===== src/design/hufd_pkg.sv =====
`default_nettype none
// ----------------------------------------------------------------------------
// hufd_pkg
// Shared types and constants of the static Huffman tree decoder.
// ----------------------------------------------------------------------------
package hufd_pkg;

	// Default leaf table size.
	localparam int unsigned MAX_SYMBOLS_DEF = 256;

	// Fixed field widths.
	localparam int unsigned CMD_W    = 2;
	localparam int unsigned SYM_W    = 8;
	localparam int unsigned EWEIGHT_W = 24;
	localparam int unsigned WEIGHT_W = 32;
	localparam int unsigned BYTE_W   = 8;
	localparam int unsigned TOTAL_W  = 32;

	// Input commands.
	typedef enum logic [CMD_W-1:0] {
		CMD_CLEAR = 2'd0,
		CMD_LOAD  = 2'd1,
		CMD_BUILD = 2'd2,
		CMD_DATA  = 2'd3
	} cmd_t;

	// Result kinds.
	localparam logic KIND_SYMBOL = 1'b0;
	localparam logic KIND_ACK    = 1'b1;

	// Control from the sequencer to the root scan unit.
	typedef struct packed {
		logic clear;   // start a new scan
		logic valid;   // a free root is presented
	} scan_ctl_t;

endpackage
`default_nettype wire


===== src/design/hufd_scan.sv =====
`default_nettype none
// ----------------------------------------------------------------------------
// hufd_scan
// Picks the two roots to join from a stream of free roots in index order.
// ----------------------------------------------------------------------------
module hufd_scan #(
	parameter int unsigned NW = 9
) (
	input  wire logic                              clk,
	input  wire logic                              arst_n,
	input  wire hufd_pkg::scan_ctl_t               ctl,
	input  wire logic [NW-1:0]                     idx,
	input  wire logic [hufd_pkg::WEIGHT_W-1:0]     weight,
	output logic      [NW-1:0]                     a,
	output logic      [hufd_pkg::WEIGHT_W-1:0]     wa,
	output logic      [NW-1:0]                     b,
	output logic      [hufd_pkg::WEIGHT_W-1:0]     wb
);

	logic                            any_q;
	logic                            c_ok_q;
	logic [NW-1:0]                   a_q, c_q, m_q;
	logic [hufd_pkg::WEIGHT_W-1:0]   wa_q, wc_q, wm_q;

	// Track the first least root, the first least of the others and the last greatest.
	always_ff @(posedge clk or negedge arst_n) begin
		if (!arst_n) begin
			any_q  <= 1'b0;
			c_ok_q <= 1'b0;
		end else if (ctl.clear) begin
			any_q  <= 1'b0;
			c_ok_q <= 1'b0;
		end else if (ctl.valid) begin
			if (!any_q) begin
				any_q <= 1'b1;
				a_q   <= idx;
				wa_q  <= weight;
				m_q   <= idx;
				wm_q  <= weight;
			end else begin
				if (weight < wa_q) begin
					c_q    <= a_q;
					wc_q   <= wa_q;
					c_ok_q <= 1'b1;
					a_q    <= idx;
					wa_q   <= weight;
				end else if (!c_ok_q || weight < wc_q) begin
					c_q    <= idx;
					wc_q   <= weight;
					c_ok_q <= 1'b1;
				end
				if (weight >= wm_q) begin
					m_q  <= idx;
					wm_q <= weight;
				end
			end
		end
	end

	// The second choice falls back to the last greatest root.
	always_comb begin
		a  = a_q;
		wa = wa_q;
		if (c_ok_q && wc_q < wm_q) begin
			b  = c_q;
			wb = wc_q;
		end else begin
			b  = m_q;
			wb = wm_q;
		end
	end

endmodule
`default_nettype wire


===== config.mk =====
export PLATFORM = sky130hd
export DESIGN_NAME = hufd_scan
export DESIGN_NICKNAME = d
export VERILOG_FILES = /design/src/design/hufd_pkg.sv /design/src/design/hufd_scan.sv
export SDC_FILE = /design/constraint.sdc
export NUM_CORES = 1
export LEC_CHECK = 0
export BUFFER_PORTS_ARGS = -buffer_cell sky130_fd_sc_hd__buf_4
export CORE_AREA = 2 2 115 140
export DETAILED_ROUTE_END_ITERATION = 12
export DIE_AREA = 0 0 117 142
export GPL_ROUTABILITY_DRIVEN = 0
export HOLD_SLACK_MARGIN = 0.12
export PLACE_DENSITY_LB_ADDON = 0.3
export RECOVER_POWER = 100
export SLEW_MARGIN = 0
export SYNTH_ARGS = -nofsm -noshare
export SYNTH_HDL_FRONTEND = slang
export SYNTH_SLANG_ARGS = --single-unit

===== constraint.sdc =====
create_clock -name clk -period 3.75 [get_ports clk]
set_clock_uncertainty 0.2 [all_clocks]
set_input_delay 0.375 -clock clk [delete_from_list [all_inputs] [get_ports clk]]
set_output_delay 0.375 -clock clk [all_outputs]
set_load 0.03 [all_outputs]

# Word level (Yosys, flattened, before mapping)
# Cells that the tools add are included.
dict set report totals {
  regBits 125
  latchBits 0
  ramBits 0
  romBits 0
  elab_cells 47
  n_memories 0
}
dict set report op_classes {
  add_sub_neg 0
  multipliers 0
  div_mod_pow 0
  magnitude_cmp 4
  eq_ne 2
  n_shift 0
  n_mux 21
  bitwise 1
  n_reduce_logical 11
}
# op n
set op_table {}
lappend op_table {{32-bit two-way mux} 7}
lappend op_table {{32-bit less-than comparator} 3}
lappend op_table {{9-bit two-way mux} 7}
lappend op_table {{32-bit greater-or-equal comparator} 1}
lappend op_table {{4-bit AND reduction} 2}
lappend op_table {{1-bit two-way mux} 7}
lappend op_table {{2-bit nonzero test} 3}
lappend op_table {{5-bit AND reduction} 1}
lappend op_table {{2-bit by 1-bit != test with 1-bit output, second input constant} 2}
lappend op_table {{3-bit AND reduction} 1}
lappend op_table {{3-bit nonzero test} 1}
lappend op_table {{1-bit logical AND} 1}
lappend op_table {{1-bit zero test} 1}
lappend op_table {{1-bit logical OR} 1}
lappend op_table {{1-bit NOT} 1}

# Longest topological paths before layout
dict set report depth {
  word_depth 7
  mapped_depth 9
  depth_no_buf 8
}

# Worst setup path before layout
# No wires, ideal clock.
dict set report synth_timing {
  path_type {input -> register}
  startpoint {input port weight[15] in the netlist's numbering}
  endpoint {register m_q[0] (enable)}
  setup_time_ps 453
  arrival_time_ps 3271
  t_required_ps 3097
  path_slack_ps -174
  cell_stages 7
  path_buffers 0
  cell_sequence {ha_1 nand2_1 o21bai_1 a21oi_1 nor4_1 o21ai_0 a21oi_1}
}
dict set report synth_via {
  elab_chain_cells 3
}
# element line
set synth_rtl {}
lappend synth_rtl {{from (decl)} hufd_scan.sv:13} ;# input wire logic [hufd_pkg::WEIGHT_W-1:0] weight,
lappend synth_rtl {{32-bit greater-or-equal comparator} hufd_scan.sv:52} ;# if (weight >= wm_q) begin
lappend synth_rtl {{2-bit by 1-bit != test with 1-bit output (no line)} n/a}
lappend synth_rtl {{4-bit AND reduction (no line)} n/a}
lappend synth_rtl {{to (signal assigned)} hufd_scan.sv:38} ;# m_q <= idx;
lappend synth_rtl {{to (signal assigned)} hufd_scan.sv:53} ;# m_q <= idx;
lappend synth_rtl {{to (decl)} hufd_scan.sv:22} ;# logic [NW-1:0] a_q, c_q, m_q;
# Every way passes these cells.
# A chain may end at the register's enable or synchronous reset.

# Final worst setup path
dict set report layout_timing {
  startpoint {register wc_q[9] in the netlist's numbering}
  endpoint {output port wb[11] in the netlist's numbering}
}
dict set report layout_via {
  elab_chain_cells 3
}
# element line
set layout_rtl {}
lappend layout_rtl {{from (decl)} hufd_scan.sv:23} ;# logic [hufd_pkg::WEIGHT_W-1:0] wa_q, wc_q, wm_q;
lappend layout_rtl {{from (signal assigned)} hufd_scan.sv:43} ;# wc_q <= wa_q;
lappend layout_rtl {{from (signal assigned)} hufd_scan.sv:49} ;# wc_q <= weight;
lappend layout_rtl {{32-bit less-than comparator} hufd_scan.sv:64} ;# if (c_ok_q && wc_q < wm_q) begin
lappend layout_rtl {{1-bit logical AND} hufd_scan.sv:64}
lappend layout_rtl {{32-bit two-way mux} hufd_scan.sv:64}
lappend layout_rtl {{to (decl)} hufd_scan.sv:17} ;# output logic [hufd_pkg::WEIGHT_W-1:0] wb
# Every way passes these cells.

==> results.cfg <==
[status]
result_of_the_run = finished, final reports clean

[placed_design]
placed_cells = 971
io_buffer_count = 126
detailed_place_hpwl_mm = 14.0
detailed_place.area_sq_um = 9080

[final_layout]
final_layout_size_suffix_gt1_share_pct = 15.9
layoutNonFillerInstCount = 1057
final_core_util_pct = 66.2
postLayoutCellArea_sq_um = 10100
area_delta_synth_final_pct = 29.9
num-nets-final = 1006
antennaDiodeCount = 0

[setup_path]
setup.reg_to_reg.worst_slack_ns = 0.49
critical_path_peak_fanout = 9
worstReg2RegStart = wa[30]
critical_path.max_stage_delay_ns = 0.51
setup.worst_path.end_class = output port
arrival_ns = 3.13
cp_slowest_cell = or4_4
ff_to_ff_path_depth = 9
timing.critical_path.buf_inv = 3
path_class = reg -> out
critical_path_required_ns = 3.17
path_delay_family = compound AO/OA/AOI/OAI gates
worstReg2RegEnd = wc_q[12]
crit_top_cell = buf_4
crit_path_cell_trace = ha_1 -> a21o_1 -> a21oi_2 -> nor2b_1 -> or4_4 -> a311oi_4 -> buf_4 -> buf_12 -> mux2i_2 -> buf_4
crit_path_start_kind = register

[cts]
clkTransAtPathRegs_ns = 0.06
cts_inserted_buffers = 17
htree_levels = 4
clk-insertion-delay-late_ns = 0.42
numClockSinks = 125
cts_root_buf = clkbuf_16
clock_path_buffers = 2
tritoncts = done

[logic_synthesis]
synth.cell_area_sq_um = 7810
ffs_w_async_s_r_synth_pct = 1.60
synth_cell_types = 43
synth_fp_nets = 806
synth_cells = 636
ys_ff_latch = 125
synth-edff-count = 123
synthFlopType = edfxtp_1
part_of_the_yosys_area_used_for_sequential_elements_pct = 47.9
synth_top_cell_by_area = edfxtp_1
synth_top_cells_by_area = edfxtp_1, ha_1, mux2_1
yosys.cell_count.top_type = ha_1
synth.top_cells.by_count = ha_1, edfxtp_1, inv_1
syn_avg_cell_area_sq_um = 12.3
synth.yosys.warnings = 0
yosysTopAreaCellShare_pct = 47.3

[floorplan]
start_util_pct = 50.9
fp-row-count = 50
core_area_sq_um = 15300
die_width_microns = 117
die-area_sq_um = 16600
dieHeight_microns = 142
top_level_port_count = 127

[global_route]
globalRoute.totalOverflow = 0
antenna_found_initial = 0
grt_start_max_net_pins = 42
grt_usage_pct = 24.5
via_count_of_the_first_global_routing_pass = 6194
global_route_wire_length_before_repair_mm = 30.9

[sta]
rsz0062_at_grt = yes
max_slew_margin_pct = 46.7
maxSlewViolCount = 0
final_clock_period_utilization_by_the_worst_path_pct = 98.8
timing.hold.ws_ns = 0.359
final_period_minus_worst_setup_slack_ns = 3.71
finalSetupViolCount = 0
worst_pin_slew_ns = 0.799
totalNegativeSetupSlack_ns = 0
clock.fmax_mhz = 270
timing.final.hold_violations = 0

[flow_run]
cap_violations = 0

[route]
drt_first_pass_iters = 4
dr.first_iter.drc_count = 314
route.detailed.drc = 0
ant_nets = 0
viasPerCell = 5.55
drt-wirelength-per-cell_microns = 19.2
finalWirelength_mm = 20.3
route.vias.total = 5867

[power_and_ir_drop]
p_sw_uw = 986
power.share.sequential_pct = 41.6
pwr-share-clk_pct = 43.2
p_leak_nw = 4.26
sw_share_pct = 25.5
internal_power_mw = 2.88
vdd_ir_drop_max_v = 0.000248
power.combinational.fraction_pct = 15.1
power.density_nw_per_um2 = 381

[worst_hold_path]
timing.hold.worst.start = a[1]
worst_hold_path.num_cells = 1
min-delay-path-class = reg -> reg
worst_hold_endpoint = c_q[1]
what timing repair did:
item                                   in CTS  in global routing
buffers inserted                            4                  1
hold buffers                               46                  0
pin swaps                                   4                  2
endpoints found under the hold margin     125                  0
setup endpoints to repair                  29                 74
resized for setup                          10                 43
gates cloned                                1                  2
flip-flops by register name, indices dropped and copies added, names as in the netlist:
signal,count
c_q,9
c_ok_q,1
any_q,1
wm_q,32
wa,32
m_q,9
wc_q,32
a,9
worst reg2reg max path: stages, from the launching register on:
cell      delay (ns)
edfxtp_1        0.44
inv_1           0.09
ha_1            0.25
a21oi_1         0.19
nand2_1         0.08
a221oi_1        0.37
o31ai_1         0.22
a21oi_4         0.27
clkbuf_4        0.49
mux2_1          0.41
routing by layer:
layer | wire, microns | vias up | part of all wire, % | track usage [%]
li1 | - | 2776 | - | -
met3 | 867 | 43 | 4.3 | 4.77
met2 | 10600 | 185 | 52 | 43.7
met4 | 514 | 0 | 2.5 | 9.66
met1 | 8290 | 2863 | 41 | 28.6
met5 | 0 | - | 0 | 0
cells by family (layout without fill, tap and decap cells):
group                    after synthesis  after routing  share of synthesized area (%)
AO/OA/AOI/OAI                        105            105                           8.57
adder cells (fa/ha/maj)              125            125                           20.0
buffers and inverters                107            320                           5.59
flip-flops                           125            125                           47.9
multiplexers                          82             82                           11.8
AND/OR/NAND/NOR                       92             92                           6.10
power by group through the flow:
stage	clock network [mW]	logic, mW	registers (mW)
detailed placement	0	0.539	1.64
floorplan	0	0.299	1.66
CTS	1.69	0.593	1.61
global route	1.75	0.638	1.61
finish	1.67	0.586	1.61
global placement	0	0.522	1.64
cell type report:
type | instances | area (sq um)
timing repair buffer | 189 | 1350
tap | 208 | 260
clock inverter | 13 | 168
inverter | 99 | 372
clock buffer | 19 | 433
multi-input combinational | 404 | 3810
sequential | 125 | 3740
fill | 1225 | 5180
worst max-delay path by stage:
stage          slack (ns)  depth (start not counted)     end        from
3_5_place_dp         0.28                          8  c_q[3]  weight[25]
6_report             0.04                         10  wb[11]     wc_q[9]
2_1_floorplan        0.11                          9    a[0]      wa[27]
4_1_cts             0.008                          9    b[8]     wc_q[1]
3_3_place_gp         0.34                          8  wb[31]     wc_q[1]
5_1_grt             -0.03                         10  wb[12]     wc_q[9]
placed cells by master, fill, tap and decap left out, types with 5 or more instances in the layout:
cell / synthesis / layout
ha_1: 125 / 124
edfxtp_1: 123 / 123
inv_1: 99 / 90
clkbuf_1: 0 / 85
dlygate4sd3_1: 0 / 46
a21oi_1: 45 / 42
mux2_1: 39 / 38
buf_4: 0 / 32
nand2_1: 22 / 22
nand4_1: 20 / 20
mux2i_1: 31 / 20
clkbuf_16: 0 / 19
o21ai_0: 17 / 16
buf_6: 4 / 16
nor2_1: 15 / 15
a21o_1: 12 / 12
nand3_1: 11 / 11
inv_2: 0 / 9
mux2_4: 9 / 9
mux2i_4: 0 / 7
nand2b_1: 6 / 6
nor2b_1: 6 / 6
nor4_1: 5 / 5
clkinv_4: 0 / 5
per-stage QoR:
stage / setup WS (ns) / total power [mW]
after global placement: 0.336 / 2.16
after detailed placement: 0.281 / 2.18
final: 0.0442 / 3.87
after floorplan: 0.111 / 1.96
after global routing: -0.0325 / 4.00
after CTS: 0.00813 / 3.89
No activity file was read; power rests on OpenSTA's default activity.
